===== config.mk =====
export PLATFORM = sky130hd
export DESIGN_NAME = tga_pixel_stream_decoder_core
export DESIGN_NICKNAME = d
export VERILOG_FILES = /design/src/hw/rtl/tpsd_pkg.sv /design/src/hw/rtl/tpsd_front.sv /design/src/hw/rtl/tpsd_queue.sv /design/src/hw/rtl/tpsd_back.sv /design/src/hw/rtl/tga_pixel_stream_decoder_core.sv
export SDC_FILE = /design/constraint.sdc
export NUM_CORES = 1
export LEC_CHECK = 0
export BUFFER_PORTS_ARGS = -buffer_cell sky130_fd_sc_hd__buf_2
export CAP_MARGIN = 10
export CORE_MARGIN = 5
export CORE_UTILIZATION = 30
export CTS_CLUSTER_SIZE = 14
export DETAILED_ROUTE_END_ITERATION = 10
export GPL_TIMING_DRIVEN = 0
export PLACE_DENSITY = 0.42
export REMOVE_ABC_BUFFERS = 1
export SLEW_MARGIN = 40
export SYNTH_ARGS = -nofsm -noshare
export SYNTH_HDL_FRONTEND = slang
export SYNTH_SLANG_ARGS = --single-unit

===== constraint.sdc =====
create_clock -name clk -period 13.5 [get_ports clk]
set_clock_uncertainty 0.05 [all_clocks]
set_input_delay 0.675 -clock clk [delete_from_list [all_inputs] [get_ports clk]]
set_output_delay 0.675 -clock clk [all_outputs]
set_load 0.02 [all_outputs]

===== src/hw/rtl/tpsd_pkg.sv =====
// Shared types and constants for the TGA pixel stream decoder.
package tpsd_pkg;

  // Image dimension and pixel-count widths
  localparam int DIM_BITS   = 15;
  localparam int TOTAL_W    = 2 * DIM_BITS;
  localparam int CFG_IDX_W  = 2;
  localparam int CFG_DATA_W = DIM_BITS;
  localparam int QUEUE_DEPTH = 2;

  // Configuration register indexes
  localparam logic [CFG_IDX_W-1:0] CFG_RLE_MODE     = 2'd0;
  localparam logic [CFG_IDX_W-1:0] CFG_BYTES_PER_PX = 2'd1;
  localparam logic [CFG_IDX_W-1:0] CFG_IMAGE_WIDTH  = 2'd2;
  localparam logic [CFG_IDX_W-1:0] CFG_IMAGE_HEIGHT = 2'd3;

  localparam logic [7:0] ALPHA_OPAQUE = 8'hFF;
  localparam logic [7:0] RUN_BIAS     = 8'd127;

  // One finished pixel handed from the parser to the output side
  typedef struct packed {
    logic [23:0] assembly;   // blue 7:0, green 15:8, red 23:16
    logic [7:0]  final_byte; // red for 24-bit, alpha for 32-bit
    logic        size3;      // 24-bit pixel
    logic [7:0]  run_count;  // repeat count before clipping
    logic [7:0]  left_sat;   // pixels left in image, saturated at 255
  } pix_item_t;

endpackage


===== src/hw/rtl/tpsd_front.sv =====
// Byte parser: configuration, packet headers, pixel assembly and pixel count.
module tpsd_front import tpsd_pkg::*; (
  input  logic                  clk,
  input  logic                  rst_n,
  input  logic                  cfg_wr_en,
  input  logic [CFG_IDX_W-1:0]  cfg_index,
  input  logic [CFG_DATA_W-1:0] cfg_wdata,
  input  logic                  in_tvalid,
  output logic                  in_tready,
  input  logic [7:0]            in_tdata,   // data_byte
  input  logic                  in_tuser,   // first_byte
  input  logic                  q_full,
  output logic                  push,
  output pix_item_t             push_item
);

  logic                rle_mode_r;
  logic [2:0]          bpp_r;
  logic [DIM_BITS-1:0] width_r, width_nxt;
  logic [DIM_BITS-1:0] height_r, height_nxt;
  logic [TOTAL_W-1:0]  total_r;

  logic               expect_r, expect_nxt;
  logic               is_run_r, is_run_nxt;
  logic [7:0]         remain_r, remain_nxt;
  logic [1:0]         bip_r, bip_nxt;
  logic [23:0]        asm_r, asm_nxt;
  logic [TOTAL_W-1:0] done_r, done_nxt;
  logic               fin_r, fin_nxt;

  logic               acc;
  logic               e_expect, e_is_run, e_fin;
  logic [7:0]         e_remain;
  logic [1:0]         e_bip, size_m1;
  logic [23:0]        e_asm;
  logic [TOTAL_W-1:0] e_done, left, raw_ext;
  logic [TOTAL_W:0]   diff;
  logic               fin_now, size3;
  logic [7:0]         raw, cnt_clip;

  assign in_tready = !q_full;
  assign acc       = in_tvalid && in_tready;

  // Image size as it stands after this cycle's register write
  always_comb begin
    width_nxt  = width_r;
    height_nxt = height_r;
    if (cfg_wr_en && (cfg_index == CFG_IMAGE_WIDTH))  width_nxt  = cfg_wdata[DIM_BITS-1:0];
    if (cfg_wr_en && (cfg_index == CFG_IMAGE_HEIGHT)) height_nxt = cfg_wdata[DIM_BITS-1:0];
  end

  // Configuration registers and image size
  always_ff @(posedge clk) begin
    if (!rst_n) begin
      rle_mode_r <= 1'b0;
      bpp_r      <= 3'd4;
      width_r    <= DIM_BITS'(1);
      height_r   <= DIM_BITS'(1);
      total_r    <= TOTAL_W'(1);
    end else begin
      total_r <= TOTAL_W'(width_nxt) * TOTAL_W'(height_nxt);
      if (cfg_wr_en) begin
        case (cfg_index)
          CFG_RLE_MODE:     rle_mode_r <= cfg_wdata[0];
          CFG_BYTES_PER_PX: bpp_r      <= cfg_wdata[2:0];
          CFG_IMAGE_WIDTH:  width_r    <= cfg_wdata[DIM_BITS-1:0];
          CFG_IMAGE_HEIGHT: height_r   <= cfg_wdata[DIM_BITS-1:0];
          default: ;
        endcase
      end
    end
  end

  // Parser state after an optional restart on first_byte
  always_comb begin
    e_expect = in_tuser ? 1'b1 : expect_r;
    e_is_run = in_tuser ? 1'b0 : is_run_r;
    e_remain = in_tuser ? 8'd0 : remain_r;
    e_bip    = in_tuser ? 2'd0 : bip_r;
    e_asm    = in_tuser ? 24'd0 : asm_r;
    e_done   = in_tuser ? '0 : done_r;
    e_fin    = in_tuser ? 1'b0 : fin_r;
  end

  assign diff     = {1'b0, total_r} - {1'b0, e_done};
  assign fin_now  = e_fin || diff[TOTAL_W] || (diff == '0);
  assign left     = diff[TOTAL_W-1:0];
  assign size3    = (bpp_r == 3'd3);
  assign size_m1  = size3 ? 2'd2 : 2'd3;
  assign raw      = (rle_mode_r && e_is_run) ? ((e_remain != 8'd0) ? e_remain : 8'd1) : 8'd1;
  assign raw_ext  = {{(TOTAL_W-8){1'b0}}, raw};
  assign cnt_clip = (raw_ext > left) ? left[7:0] : raw;

  // Per-byte decode
  always_comb begin
    expect_nxt = expect_r;
    is_run_nxt = is_run_r;
    remain_nxt = remain_r;
    bip_nxt    = bip_r;
    asm_nxt    = asm_r;
    done_nxt   = done_r;
    fin_nxt    = fin_r;
    push       = 1'b0;
    push_item.assembly   = e_asm;
    push_item.final_byte = in_tdata;
    push_item.size3      = size3;
    push_item.run_count  = raw;
    push_item.left_sat   = (left > TOTAL_W'(255)) ? 8'hFF : left[7:0];
    if (acc) begin
      expect_nxt = e_expect;
      is_run_nxt = e_is_run;
      remain_nxt = e_remain;
      bip_nxt    = e_bip;
      asm_nxt    = e_asm;
      done_nxt   = e_done;
      fin_nxt    = e_fin;
      if (fin_now) begin
        fin_nxt = 1'b1;
      end else if (rle_mode_r && e_expect) begin
        // packet header
        is_run_nxt = in_tdata[7];
        remain_nxt = in_tdata[7] ? (in_tdata - RUN_BIAS) : (in_tdata + 8'd1);
        expect_nxt = 1'b0;
        bip_nxt    = 2'd0;
      end else if (e_bip < size_m1) begin
        // collect blue, green and, for 32-bit pixels, red
        case (e_bip)
          2'd0:    asm_nxt[7:0]   = in_tdata;
          2'd1:    asm_nxt[15:8]  = in_tdata;
          default: asm_nxt[23:16] = in_tdata;
        endcase
        bip_nxt = e_bip + 2'd1;
      end else begin
        // completing byte: one pixel out
        push    = 1'b1;
        bip_nxt = 2'd0;
        asm_nxt = 24'd0;
        if (rle_mode_r) begin
          if (e_is_run) begin
            remain_nxt = 8'd0;
            expect_nxt = 1'b1;
          end else begin
            if (e_remain != 8'd0) remain_nxt = e_remain - 8'd1;
            if (e_remain <= 8'd1) expect_nxt = 1'b1;
          end
        end
        done_nxt = e_done + {{(TOTAL_W-8){1'b0}}, cnt_clip};
        fin_nxt  = (raw_ext >= left);
      end
    end
  end

  always_ff @(posedge clk) begin
    if (!rst_n) begin
      expect_r <= 1'b1;
      is_run_r <= 1'b0;
      remain_r <= 8'd0;
      bip_r    <= 2'd0;
      asm_r    <= 24'd0;
      done_r   <= '0;
      fin_r    <= 1'b0;
    end else begin
      expect_r <= expect_nxt;
      is_run_r <= is_run_nxt;
      remain_r <= remain_nxt;
      bip_r    <= bip_nxt;
      asm_r    <= asm_nxt;
      done_r   <= done_nxt;
      fin_r    <= fin_nxt;
    end
  end

endmodule


===== src/hw/rtl/tpsd_queue.sv =====
// Two-entry pixel queue between the parser and the output stage.
module tpsd_queue import tpsd_pkg::*; (
  input  logic      clk,
  input  logic      rst_n,
  input  logic      push,
  input  pix_item_t push_item,
  output logic      full,
  input  logic      pop,
  output logic      q_valid,
  output pix_item_t head
);

  localparam int PTR_W = $clog2(QUEUE_DEPTH);

  pix_item_t             mem_r [QUEUE_DEPTH];
  logic [PTR_W-1:0]      wr_ptr_r, rd_ptr_r;
  logic [PTR_W:0]        count_r, count_nxt;
  logic                  do_push, do_pop;

  assign full    = (count_r == (PTR_W+1)'(QUEUE_DEPTH));
  assign q_valid = (count_r != '0);
  assign head    = mem_r[rd_ptr_r];
  assign do_push = push && !full;
  assign do_pop  = pop && q_valid;

  always_comb begin
    count_nxt = count_r;
    if (do_push && !do_pop) count_nxt = count_r + (PTR_W+1)'(1);
    else if (!do_push && do_pop) count_nxt = count_r - (PTR_W+1)'(1);
  end

  // Entry storage
  always_ff @(posedge clk) begin
    if (do_push) mem_r[wr_ptr_r] <= push_item;
  end

  // Pointers and fill level
  always_ff @(posedge clk) begin
    if (!rst_n) begin
      wr_ptr_r <= '0;
      rd_ptr_r <= '0;
      count_r  <= '0;
    end else begin
      if (do_push) wr_ptr_r <= wr_ptr_r + 1'b1;
      if (do_pop)  rd_ptr_r <= rd_ptr_r + 1'b1;
      count_r <= count_nxt;
    end
  end

endmodule


===== src/hw/rtl/tpsd_back.sv =====
// Output stage: color formatting, count clipping, last flag and result register.
module tpsd_back import tpsd_pkg::*; (
  input  logic       clk,
  input  logic       rst_n,
  input  logic       q_valid,
  input  pix_item_t  head,
  output logic       pop,
  output logic       out_tvalid,
  input  logic       out_tready,
  output logic [39:0] out_tdata,  // red, green, blue, alpha, repeat_count
  output logic       out_tlast    // last_pixel
);

  logic        valid_r;
  logic [39:0] data_r, data_nxt;
  logic        last_r, last_nxt;
  logic [7:0]  red, green, blue, alpha, count;

  assign pop = q_valid && (!valid_r || out_tready);

  // Pixel formatting
  always_comb begin
    blue  = head.assembly[7:0];
    green = head.assembly[15:8];
    red   = head.size3 ? head.final_byte : head.assembly[23:16];
    alpha = head.size3 ? ALPHA_OPAQUE : head.final_byte;
    count = (head.run_count > head.left_sat) ? head.left_sat : head.run_count;
    last_nxt = (head.run_count >= head.left_sat);
    data_nxt = {count, alpha, blue, green, red};
  end

  always_ff @(posedge clk) begin
    if (!rst_n) begin
      valid_r <= 1'b0;
    end else if (pop) begin
      valid_r <= 1'b1;
    end else if (out_tready) begin
      valid_r <= 1'b0;
    end
  end

  always_ff @(posedge clk) begin
    if (pop) begin
      data_r <= data_nxt;
      last_r <= last_nxt;
    end
  end

  assign out_tvalid = valid_r;
  assign out_tdata  = data_r;
  assign out_tlast  = last_r;

endmodule


===== src/hw/rtl/tga_pixel_stream_decoder_core.sv =====
// TGA true-color / RLE pixel stream decoder, top level.
// Throughput: one byte transfer per cycle, back to back; in_tready drops only
// while the two-entry queue is full because the result side stalls.
// Result path: the completing byte's pixel goes to the queue, then to the output
// register, which drives out_tvalid; other bytes give no result.
// Reset (rst_n low, synchronous): config to uncompressed, 4 bytes, 1x1;
// parser awaits a packet header, counters and queue cleared, output empty.
module tga_pixel_stream_decoder_core import tpsd_pkg::*; (
  input  logic                  clk,
  input  logic                  rst_n,
  input  logic                  cfg_wr_en,
  input  logic [CFG_IDX_W-1:0]  cfg_index,
  input  logic [CFG_DATA_W-1:0] cfg_wdata,
  input  logic                  in_tvalid,
  output logic                  in_tready,
  input  logic [7:0]            in_tdata,   // data_byte
  input  logic                  in_tuser,   // first_byte
  output logic                  out_tvalid,
  input  logic                  out_tready,
  output logic [39:0]           out_tdata,  // red, green, blue, alpha, repeat_count
  output logic                  out_tlast   // last_pixel
);

  pix_item_t push_item, head;
  logic      push, q_full, pop, q_valid;

  tpsd_front u_front (
    .clk       (clk),
    .rst_n     (rst_n),
    .cfg_wr_en (cfg_wr_en),
    .cfg_index (cfg_index),
    .cfg_wdata (cfg_wdata),
    .in_tvalid (in_tvalid),
    .in_tready (in_tready),
    .in_tdata  (in_tdata),
    .in_tuser  (in_tuser),
    .q_full    (q_full),
    .push      (push),
    .push_item (push_item)
  );

  tpsd_queue u_queue (
    .clk       (clk),
    .rst_n     (rst_n),
    .push      (push),
    .push_item (push_item),
    .full      (q_full),
    .pop       (pop),
    .q_valid   (q_valid),
    .head      (head)
  );

  tpsd_back u_back (
    .clk        (clk),
    .rst_n      (rst_n),
    .q_valid    (q_valid),
    .head       (head),
    .pop        (pop),
    .out_tvalid (out_tvalid),
    .out_tready (out_tready),
    .out_tdata  (out_tdata),
    .out_tlast  (out_tlast)
  );

endmodule


# Word-level counts from Yosys, hierarchy flattened
# Memories as Yosys holds them, arrays and structs flattened. A register that Yosys moved wholly into a read port is not among the register bits.
# Index checks and enable logic that the tools add are counted.
# classes
mul	1
n_eq_ne	6
n_reduce_logical	29
mux	58
order_cmp	7
addsub	10
# ops
cell	n
8-bit 2-to-1 mux	17
30-bit 2-to-1 mux	4
24-bit 2-to-1 mux	4
31-bit zero test	1
30-bit by 30-bit subtractor with 31-bit output	1
30-bit by 8-bit adder with 30-bit output	1
8-bit by 30-bit >= comparator with 1-bit output	1
30-bit by 8-bit greater-than comparator with 1-bit output (second input constant)	1
8-bit by 30-bit greater-than comparator with 1-bit output	1
15-bit by 15-bit multiplier with 30-bit output	1
15-bit 2-to-1 mux	2
1-bit 2-to-1 mux	25
2-bit 2-to-1 mux	6
1-bit logical AND	10
8-bit by 1-bit adder with 8-bit output (second input constant)	1
8-bit >= comparator	1
8-bit greater-than comparator	1
8-bit by 1-bit less-or-equal comparator with 1-bit output (second input constant)	1
2-bit AND reduction	4
8-bit nonzero test	1
8-bit by 1-bit subtractor with 8-bit output (second input constant)	1
8-bit by 7-bit subtractor with 8-bit output (second input constant)	1
2-bit == test (second input constant)	3
2-bit nonzero test	3
other kinds (10)	19
# totals
in_bits	31
mem_bits_rw	98
reg_bits	177
n_memories	1
word_cells	131
out_inout_bits	43
# memory_table
memory	words	width	read_ports	rd_clocked_by_memory_dff	wr	line	text
u_queue.mem_r	2	49	1	1	1	tpsd_queue.sv:15	pix_item_t mem_r [QUEUE_DEPTH];

# Depth between registers and ports, before layout
# Gate-level depths: netlist of run 1.
# logic_depth
depth_word	12
mapped_depth	35
depth_no_buf	31

# Hierarchy
# A second synthesis of run 1 with hierarchy kept.
# hier_totals
hier_cells	2317
area_unflattened_um2	22076.2
# modules_own_cells
mod	seq_area_each_um2	area_each_um2	n_inst	cells_per_inst
tpsd_front	2622.5	16547.1	1	2037
tpsd_queue	3042.9	3764.9	1	177
tpsd_back	1251.2	1764.2	1	103

# Least setup slack after synthesis of run 1
# OpenSTA, ideal clock, no wires.
# synth_timing
path_kind	input -> register
from	input in_tuser
to	memory u_queue.mem_r[0][0] (netlist name), enable pin
n_path_buf	5
t_required_ns	12.873
setup_ns	0.577
path_stages	18
arrival_ns	8.958
path_slack_ns	3.915
path_cell_list	inv_1 -> clkbuf_1 -> clkbuf_1 -> clkbuf_1 -> nand2_1 -> fa_1 -> a21oi_1 -> o221ai_1 -> a21boi_1 -> o21ai_1 -> o221a_2 -> a31oi_1 -> nor4bb_1 -> or4b_1 -> nor2_1 -> buf_2 -> buf_2 -> nor4_1
# synth_via
elab_chain_cells	9
elab_cells_between_ends	17
cone_classes	add/sub (1); order compare (1); mux (10); reduce/logical (5)
# synth_rtl
element	line	text
from (decl)	tga_pixel_stream_decoder_core.sv:17	input logic in_tuser,
30-bit 2-to-1 mux or 2-bit 2-to-1 mux (tied branches)	tpsd_front.sv:81, tpsd_front.sv:79	
30-bit by 30-bit subtractor with 31-bit output or 2-bit < comparator (tied branches)	tpsd_front.sv:85, tpsd_front.sv:125	
31-bit zero test, or another cell as far along	tpsd_front.sv:86	assign fin_now = e_fin || diff[TOTAL_W] || (diff == '0);
1-bit logical OR or 1-bit 2-to-1 mux (tied branches)	tpsd_front.sv:86, tpsd_front.sv:119	
1-bit 2-to-1 mux (*)	tpsd_front.sv:117	if (fin_now) begin
1-bit 2-to-1 mux (*)	tpsd_front.sv:109	if (acc) begin
1-bit logical AND (*)	tpsd_queue.sv:23	assign do_push = push && !full;
1-bit 2-to-1 mux (*)	tpsd_queue.sv:34	if (do_push) mem_r[wr_ptr_r] <= push_item;
1-bit 2-to-1 mux (not written as such) (*)	tpsd_queue.sv:34	
to (decl)	tpsd_queue.sv:15	
# Mark *: on every way between the ends. The rest lies on a longest branch, timed or not.

# Final worst setup path of run 1
# layout_timing
from	input in_tuser
to	register u_front.done_r[26]
# layout_via
elab_chain_cells	10
elab_cells_between_ends	22
cone_classes	add/sub (2); order compare (2); mux (12); reduce/logical (6)
# layout_rtl
element	line	text
branches (longest 9 deep; another with 30-bit by 30-bit subtractor with 31-bit output)	-	
30-bit 2-to-1 mux (*)	tpsd_front.sv:117	
to (signal assigned)	tpsd_front.sv:168	done_r <= done_nxt;
to (decl)	tpsd_front.sv:28	logic [TOTAL_W-1:0] done_r, done_nxt;
# Every way passes the cells marked *.
# A chain may end at the register's enable or synchronous reset.

==> flow_summary_export.csv, run 1 <==
group,metric,value,unit
synth,yosysSeqAreaShare,32.4,%
floorplan,dieArea,76600,um^2
clock_network,hold_buffers,0,
synth,synthTopCellsByArea,"edfxtp_1 (20%), fa_1 (16%), dfxtp_1 (13%), ha_1 (9.3%), nand2_1 (5.1%)",
synth,synth_largest_area_cell,"edfxtp_1",
synth,synth_fa_ha_area_share,25.1,%
job,cap_violations,0,
floorplan,rows,97,
setup_path,end_kind,"flop",
drt,routed_wl,58700,um
setup_path,r2r_slack,5570,ps
grt,grtUsageTotal,15.3,%
floorplan,core,70300,um^2
grt,grt_pass1_vias,17000,
timing,fin_tns_setup,0,ps
synth,synth_compound_area_share,9.38,%
synth,synth-edff-count,139,
synth,synth_cells,2272,
clock_network,clock_latency,560,ps
timing,slew_headroom,43.1,%
clock_network,clockRootBuffer,"clkbuf_16",
setup_path,path_class,"in -> reg",
placed_design,dp.final_hpwl,44500,um
final_layout,syn_to_final_growth,13.9,%
floorplan,dieHeight,277,um
clock_network,cts.clk_slew.worst_paths,60,ps
clock_network,ctsResizeCount,0,
floorplan,start_util,30.4,%
floorplan,ios,74,
setup_path,slowest_delay,550,ps
synth,ys.flop_type,"edfxtp_1",
drt,drt_pass1_iterations,5,
setup_path,cp.required,13920,ps
timing,fmax,118,MHz
drt,drt_iter0_drc,902,
timing,post-route-period-util,62.6,%
placed_design,place.gp.congestion,0.862,
grt,grt_pass1_wl,95100,um
synth,synth_xor_area_share,2.01,%
grt,grt_max_degree,70,
floorplan,die_w,277,um
worst_hold_path,hold_path_class,"in -> reg",
power_and_ir_drop,p_leak,0.0105,uW
setup_path,critPathLaunchType,"input port",
setup_path,timing.rr.start,"u_front.done_r[0]",
clock_network,htree_levels,2,
drt,drc,0,
synth,synth_common_cells,"nand2_1 (290), nor2_1 (252), inv_1 (230)",
synth,postSynthAreaPerCell,9.40,um^2
clock_network,cts_tree,"built",
setup_path,crit_path_top_delay_cell,"a2111o_1",
drt,drtAntennaViolNets,0,
power_and_ir_drop,powerDensity,118,nW/um^2
clock_network,post-cts-setup-buffer-count,0,
timing,hold_violations,0,
grt,antenna_found_initial,0,
timing,holdWs,356,ps
drt,wl_per_cell,17.9,um
power_and_ir_drop,design_power_total,2860,uW
final_layout,antenna_cells,0,
timing,grt_setup_unrepaired,"no",
timing,tightestPinTransition,836,ps
worst_hold_path,hold-path-cell-count,1,
synth,synth-seq-cells,276,
synth,synth_top_cell_area_share,19.6,%
drt,viasPerCell,4.98,
synth,async_reset_ff_share,0,%
final_layout,drive_above_1_share,12.1,%
synth,synth_top_family_by_area,"adder cells",
final_layout,nNetsFinal,2671,
status,status,"finished clean",
clock_network,cts_made_buffers,36,
timing,setup_viol,0,
setup_path,r2r_cells,30,
setup_path,crit_start,"in_tuser",
power_and_ir_drop,peakVddDrop,0.0000853,V
clock_network,cts_num_sinks,276,
synth,synth-simple-area-share,17.7,%
timing,drv_slew,0,
placed_design,io_buffers,73,
grt,grt_overflow,0,
worst_hold_path,min-delay-start,"in_tdata[7]",
synth,synthMuxAreaShare,7.51,%
synth,synth_most_common_cell,"nand2_1",
drt,vias,16300,
setup_path,crit_arrival,8880,ps
synth,netlist_area,21300,um^2
clock_network,clock_path_buffers,3,
synth,synthDistinctLibCells,75,
synth,yosysWarnings,0,
setup_path,crit_fanout,43,
timing,min_period,8450,ps
-- placed cells by master, fill, tap and decap left out, types with 7 or more instances in the layout --
master and count:
nand4_1 24, nand2b_1 19, mux2i_2 16, mux2i_1 77
xnor2_1 26, nor3_1 35, inv_1 229, nand2_1 289
o22a_1 7, ha_1 158, nor2_1 249, a211oi_1 17
fa_1 169, a21oi_1 76, and2_1 11, mux2_2 50
xor2_1 23, nor4_1 10, and3_1 20, nand3_1 78
dfxtp_1 136, o211ai_1 12, a21o_1 17, o22ai_1 8
nor2b_1 50, a31o_2 17, o31a_1 10, a31oi_1 8
clkbuf_16 36, mux2i_4 11, or2_2 7, buf_2 82
edfxtp_1 139, o21ai_0 58
-- flip-flops by register name, summed over array words and instances, names as in the netlist, 2 cells and up, named ones only --
name / flops
u_front.done_r: 30
u_front.width_r: 15
u_front.remain_r: 8
u_front.asm_r: 24
u_queue.mem_r: 98
u_back.out_tdata: 40
u_front.bpp_r: 3
u_queue.count_r: 2
u_front.height_r: 15
u_front.bip_r: 2
u_front.total_r: 30
-- worst max-delay path: cells and delay by family --
family / cells / cell delay, ps
multiplexers: 3 / 820
buffers and inverters: 5 / 1190
adder cells (fa/ha/maj): 3 / 1070
AO/OA/AOI/OAI: 11 / 2660
AND/OR/NAND/NOR: 9 / 2360
-- layout make-up --
type                            count  area (um^2)
Timing Repair Buffer              102          723
Tap cell                          940         1180
Fill cell                        7249        46000
Inverter                          231          872
Clock buffer                       48         1010
Clock inverter                     16          144
Multi-Input combinational cell   1666        13500
Sequential cell                   276         6920
-- per-layer routing --
| layer | wire length, um | part of all wire, % | track usage (%) |
|---|---|---|---|
| met5 | 0 | 0 | 0 |
| met4 | 1360 | 2.3 | 3.82 |
| met3 | 2560 | 4.4 | 2.50 |
| met2 | 27200 | 46 | 25.2 |
| met1 | 27600 | 47 | 21.0 |
-- final timing paths --
path / end
hold / removal: u_queue.mem_r[0][24]
setup reg to reg: u_front.done_r[26]
setup / recovery: u_front.done_r[26]
hold reg to reg: u_front.done_r[5]
-- logic make-up after synthesis --
kind of cell             after synthesis
multiplexers                         154
buffers and inverters                330
XOR/XNOR                              49
adder cells (fa/ha/maj)              327
AO/OA/AOI/OAI                        301
AND/OR/NAND/NOR                      835
flip-flops                           276
-- metrics by stage --
step                util [%]  instance area [um^2]  worst slack (ps)  std cells
finish                  34.6                 24300              5050       3279
global route            34.6                 24300              4440       3279
CTS                     34.6                 24300              4690       3278
detailed placement      32.9                 23100              4140       3214
global placement        32.0                 22500             -1690       3186
floorplan                  -                 21000              4090       2173
-- report_power, final --
part	internal (uW)	switching, uW	total (uW)	leakage, uW
registers	987	38.3	1030	0.00235
logic	318	580	898	0.00763
clock network	548	393	941	0.000562
(Power assumes the default switching activity.)
==> inputs of run 2 (changes only) <==
- clock period: 13.5 -> 8.3 ns (I/O delays scaled with it)
==> run 2 against run 1 <==
- via count is essentially flat
- hold slack lost 260 ps
- count of clock-buffer cells in the layout is the same
- combinational power grew 63%
- critical path depth is the same
- cell count is essentially flat
- wire length grew 0.13%
- core utilization is essentially flat
- clock power grew 63%
- register-to-register slack lost 4700 ps
- first-iteration DRC count shrank 4.4%
- cell area is essentially flat
- highest routed layer unchanged
==> flow_summary_export.csv, run 2 (synthesis results as in run 1) <==
group,metric,value,unit
clock_network,cts.clk_slew.worst_paths,60,ps
timing,slew_headroom,42.8,%
drt,met3WireLength,2650,um
job,cap_violations,0,
clock_network,cts_made_buffers,36,
power_and_ir_drop,powerDensity,192,nW/um^2
grt,antenna_found_initial,0,
timing,hold_violations,0,
floorplan,core,70300,um^2
timing,tightestPinTransition,841,ps
final_layout,nNetsFinal,2672,
setup_path,crit_fanout,43,
floorplan,dieArea,76600,um^2
drt,drtAntennaViolNets,0,
clock_network,clock_path_buffers,3,
timing,setup_viol,0,
final_layout,final_common_cell,"nand2_1",
power_and_ir_drop,peakVddDrop,0.000139,V
status,status,"finished clean",
setup_path,end_kind,"flop",
power_and_ir_drop,combPwrFrac,31.4,%
final_layout,top_register,"u_queue.mem_r",
setup_path,cp.required,8720,ps
floorplan,dieHeight,277,um
grt,grt_overflow,0,
setup_path,timing.rr.start,"u_front.done_r[0]",
drt,routed_wl,58800,um
grt,grt_pass1_wl,95200,um
final_layout,syn_to_final_growth,13.9,%
setup_path,path_class,"in -> reg",
setup_path,crit_start,"in_tuser",
power_and_ir_drop,p_leak,0.0105,uW
drt,wl_per_cell,17.9,um
floorplan,die_w,277,um
final_layout,multi_input_area,13500,um^2
final_layout,drive_above_1_share,12.2,%
drt,wl_met1,27600,um
floorplan,rows,97,
drt,drc,0,
timing,post-route-period-util,93.1,%
clock_network,clockRootBuffer,"clkbuf_16",
clock_network,cts_num_sinks,276,
timing,drv_slew,0,
placed_design,place.gp.congestion,0.862,
drt,drt_pass1_iterations,6,
setup_path,crit_arrival,8150,ps
power_and_ir_drop,power.switching,1650,uW
clock_network,htree_levels,2,
timing,grt_setup_unrepaired,"no",
drt,top_layer,"met4",
placed_design,dp.final_hpwl,44500,um
drt,wl_met2,27200,um
clock_network,cts_tree,"built",
timing,min_period,7720,ps
setup_path,crit_path_top_delay_cell,"a2111o_1",
drt,viasPerCell,4.98,
grt,grtUsageTotal,15.3,%
floorplan,start_util,30.4,%
floorplan,ios,74,
drt,vias,16300,
power_and_ir_drop,seqPwrFrac,35.8,%
timing,fmax,129,MHz
final_layout,fillers,7251,
final_layout,layout_common_cells,"nand2_1 (289), nor2_1 (249), inv_1 (229)",
grt,grt_max_degree,70,
setup_path,cp_common_cell,"o21ai_0",
setup_path,critPathLaunchType,"input port",
timing,setup_slack,577,ps
power_and_ir_drop,clkPwrFrac,32.8,%
final_layout,largest_reg_flops,98,
final_layout,antenna_cells,0,
worst_hold_path,min-delay-start,"in_tdata[7]",
drt,drt_iter0_drc,862,
worst_hold_path,hold_path_class,"in -> reg",
power_and_ir_drop,p_int,3010,uW
final_layout,seq_area,6920,um^2
grt,grt_pass1_vias,17000,
power_and_ir_drop,p_sw_share,35.3,%
clock_network,clock_latency,560,ps
setup_path,slowest_delay,550,ps
placed_design,dp_slack,-804,ps
placed_design,io_buffers,73,
final_layout,post-route-util,34.6,%
## run 2: cell types whose count changed in the layout (fill, tap and decap cells not counted)
| cell | delta |
|---|---|
| buf_4 | +1 |
| and3_1 | -1 |
| a2111oi_0 | -1 |
| a2111oi_1 | +1 |
| and3_2 | +1 |
## run 2: layout make-up
type,count,area share (%)
Inverter,231,3.59
Multi-Input combinational cell,1666,55.4
Timing Repair Buffer,103,3.00
Tap cell,940,4.84
Clock buffer,48,4.14
Sequential cell,276,28.5
Clock inverter,16,0.592
## run 2: metal layers
| metal | vias to the layer above | track usage (%) |
|---|---|---|
| li1 | 7829 | - |
| met1 | 8130 | 21.1 |
| met2 | 312 | 25.2 |
| met3 | 73 | 2.46 |
| met4 | 0 | 3.85 |
| met5 | - | 0 |
## run 2: worst paths after layout
kind / endpoint / slack (ps) / cells past startpoint
setup / recovery: u_front.done_r[26] / 580 / 31
hold / removal: u_queue.mem_r[0][24] / 100 / 1
hold reg to reg: u_front.done_r[5] / 410 / 2
setup reg to reg: u_front.done_r[26] / 840 / 30
## run 2: worst max-delay path, delay by kind of cell
kind | cells | cell delay (ps)
AO/OA/AOI/OAI | 11 | 2710
adder cells (fa/ha/maj) | 3 | 920
multiplexers | 3 | 820
buffers and inverters | 5 | 1280
AND/OR/NAND/NOR | 9 | 1920
## run 2: repair_timing
item	in CTS	in global routing
buffers inserted	2	0
hold buffers	0	0
pin swaps	1	0
setup endpoints to repair	9	9
resized for setup	0	2
## run 2: power by group through the flow
stage,combinational (uW),sequential [uW],clock [uW]
floorplan,830,1830,0
global placement,1390,1730,0
detailed placement,1470,1700,0
CTS,1470,1670,1590
global route,1620,1690,1640
finish,1460,1670,1530
## run 2: through the flow
stage                     total power, uW  instances  TNS [ps]  hold WS [ps]  area (um^2)
after global placement               3110       3186   -520970           392        22500
after floorplan                      2660       2173    -41450           380        21000
after global routing                 4940       3280         0          66.4        24300
final                                4660       3280         0          97.5        24300
after detailed placement             3160       3214    -10560           400        23100
after CTS                            4740       3280         0          59.5        24300
==> inputs of run 3 (changes only) <==
- CTS_BUF_LIST: not set -> sky130_fd_sc_hd__clkbuf_8
==> run 3 against run 2 <==
- non-clock buffer count grew 4
- first-iteration DRC count rose by 13%
- sequential power about the same
- clock power fell by 12%
- global-route usage grew 0.063 points
- count of clock-buffer cells in the layout is 9 higher
- core utilization is 0.089 points lower
- sequential share of layout area grew 0.073 points
- maximum frequency up 1.4%
- critical path type unchanged
- largest cell class unchanged
==> flow_summary_export.csv, run 3 (synthesis results as in run 1) <==
group,metric,value,unit
status,status,"finished clean",
timing,slew_headroom,43.1,%
drt,drtAntennaViolNets,0,
floorplan,core,70300,um^2
clock_network,cts_num_sinks,276,
grt,grtUsageTotal,15.3,%
placed_design,place.gp.congestion,0.862,
setup_path,end_kind,"flop",
drt,wl_per_cell,17.8,um
grt,grt_pass1_vias,17100,
timing,min_period,7620,ps
timing,fmax,131,MHz
setup_path,critPathLaunchType,"input port",
drt,viasPerCell,4.94,
setup_path,crit_start,"in_tuser",
clock_network,cts.clk_slew.worst_paths,60,ps
placed_design,dp_cells,3214,
final_layout,multi_input_area,13500,um^2
setup_path,slowest_delay,560,ps
drt,drt_iter0_drc,977,
clock_network,cts_made_buffers,54,
drt,drc,0,
clock_network,clock_latency,670,ps
floorplan,rows,97,
timing,grt_setup_unrepaired,"no",
grt,grt_overflow,0,
floorplan,die_w,277,um
power_and_ir_drop,powerDensity,185,nW/um^2
final_layout,fillers,7296,
final_layout,nNetsFinal,2694,
setup_path,r2r_slack,830,ps
setup_path,timing.rr.start,"u_front.done_r[0]",
final_layout,final_cell_count_no_fill,3322,
grt,grt_max_degree,70,
grt,grt_pass1_wl,95700,um
setup_path,crit_path_top_delay_cell,"a2111o_1",
clock_network,htree_levels,2,
setup_path,path_class,"in -> reg",
drt,drt_pass1_iterations,5,
final_layout,top_register,"u_queue.mem_r",
clock_network,clockRootBuffer,"clkbuf_8",
power_and_ir_drop,design_power_total,4480,uW
final_layout,drive_above_1_share,12.6,%
timing,tightestPinTransition,837,ps
floorplan,start_util,30.4,%
setup_path,cp_common_cell,"o21ai_0",
clock_network,clock_path_buffers,3,
grt,antenna_found_initial,1,
timing,hold_violations,0,
drt,vias,16400,
floorplan,dieArea,76600,um^2
floorplan,ios,74,
placed_design,io_buffers,73,
timing,setup_viol,0,
final_layout,syn_to_final_growth,13.6,%
setup_path,r2r_end,"u_front.done_r[26]",
final_layout,layout_common_cells,"nand2_1 (289), inv_1 (254), nor2_1 (249)",
setup_path,crit_fanout,43,
placed_design,dp.final_hpwl,44500,um
final_layout,post-route-util,34.5,%
power_and_ir_drop,peakVddDrop,0.000138,V
worst_hold_path,hold_path_class,"in -> reg",
clock_network,cts_tree,"built",
final_layout,final_common_cell,"nand2_1",
power_and_ir_drop,p_leak,0.0106,uW
timing,post-route-period-util,91.8,%
setup_path,worstSetupEndpoint,"u_front.done_r[26]",
job,cap_violations,0,
setup_path,r2r_cells,30,
final_layout,seq_area,6920,um^2
setup_path,crit_arrival,8140,ps
floorplan,dieHeight,277,um
drt,routed_wl,59200,um
final_layout,largest_reg_flops,98,
setup_path,cp.required,8820,ps
timing,drv_slew,0,
## run 3: stage by stage
stage | setup TNS (ps) | setup slack [ps] | hold WS [ps] | area [um^2]
global placement | -520970 | -6630 | 392 | 22500
floorplan | -41450 | -846 | 380 | 21000
finish | 0 | 684 | 53.6 | 24300
detailed placement | -10560 | -804 | 400 | 23100
CTS | 0 | 506 | 4.65 | 24300
global route | 0 | 138 | 25.6 | 24300
## run 3: where the power goes
group	internal, uW	switching (uW)
sequential	1610	62.7
combinational	519	945
clock	704	643
total	2830	1650
## run 3: layer usage
metal / share of wire (%) / vias up / global-route usage [%] / wire length, um
met2: 46 / 320 / 25.2 / 27300
li1: - / 7883 / - / -
met4: 2.5 / 0 / 4.19 / 1480
met1: 47 / 8135 / 21.1 / 27800
met5: 0 / - / 0 / 0
met3: 4.3 / 84 / 2.42 / 2570
## run 3: worst min-delay path by stage
stage / from / end / slack [ps] / cells after the start
6_report: in_tdata[6] / u_queue.mem_r[0][23] / 50 / 1
5_1_grt: in_tdata[1] / u_queue.mem_r[1][18] / 30 / 1
4_1_cts: in_tdata[1] / u_queue.mem_r[1][18] / 5 / 1
3_5_place_dp: u_front.done_r[2] / u_front.done_r[2] / 400 / 2
3_3_place_gp: u_front.done_r[0] / u_front.done_r[0] / 390 / 2
2_1_floorplan: u_front.done_r[0] / u_front.done_r[0] / 380 / 2
## run 3: timing repair
| action | in CTS | in global routing |
|---|---|---|
| endpoints found under the setup margin | 6 | 9 |
| cloned | 0 | 0 |
| pin swaps | 1 | 0 |
| hold endpoints to repair | 5 | 0 |
| buffers inserted | 2 | 0 |
| hold buffers | 4 | 0 |
| gates resized for setup | 0 | 2 |
## run 3: critical path, delay by kind of cell
| family | cells | cell delay, ps |
|---|---|---|
| AOI/OAI and AO/OA | 11 | 2720 |
| and+or+nand+nor | 9 | 1910 |
| buffers and inverters | 5 | 1260 |
| adders and majority gates | 3 | 920 |
| muxes | 3 | 820 |
## run 3: area by class of cell
class                   count  area share [%]
multi-input cells        1666            55.5
well taps                 940            4.85
inverters                 231            3.60
clock inverters            44            1.11
diodes                      1          0.0103
repair buffers            107            3.18
flip-flops and latches    276            28.5
clock buffers              57            3.23
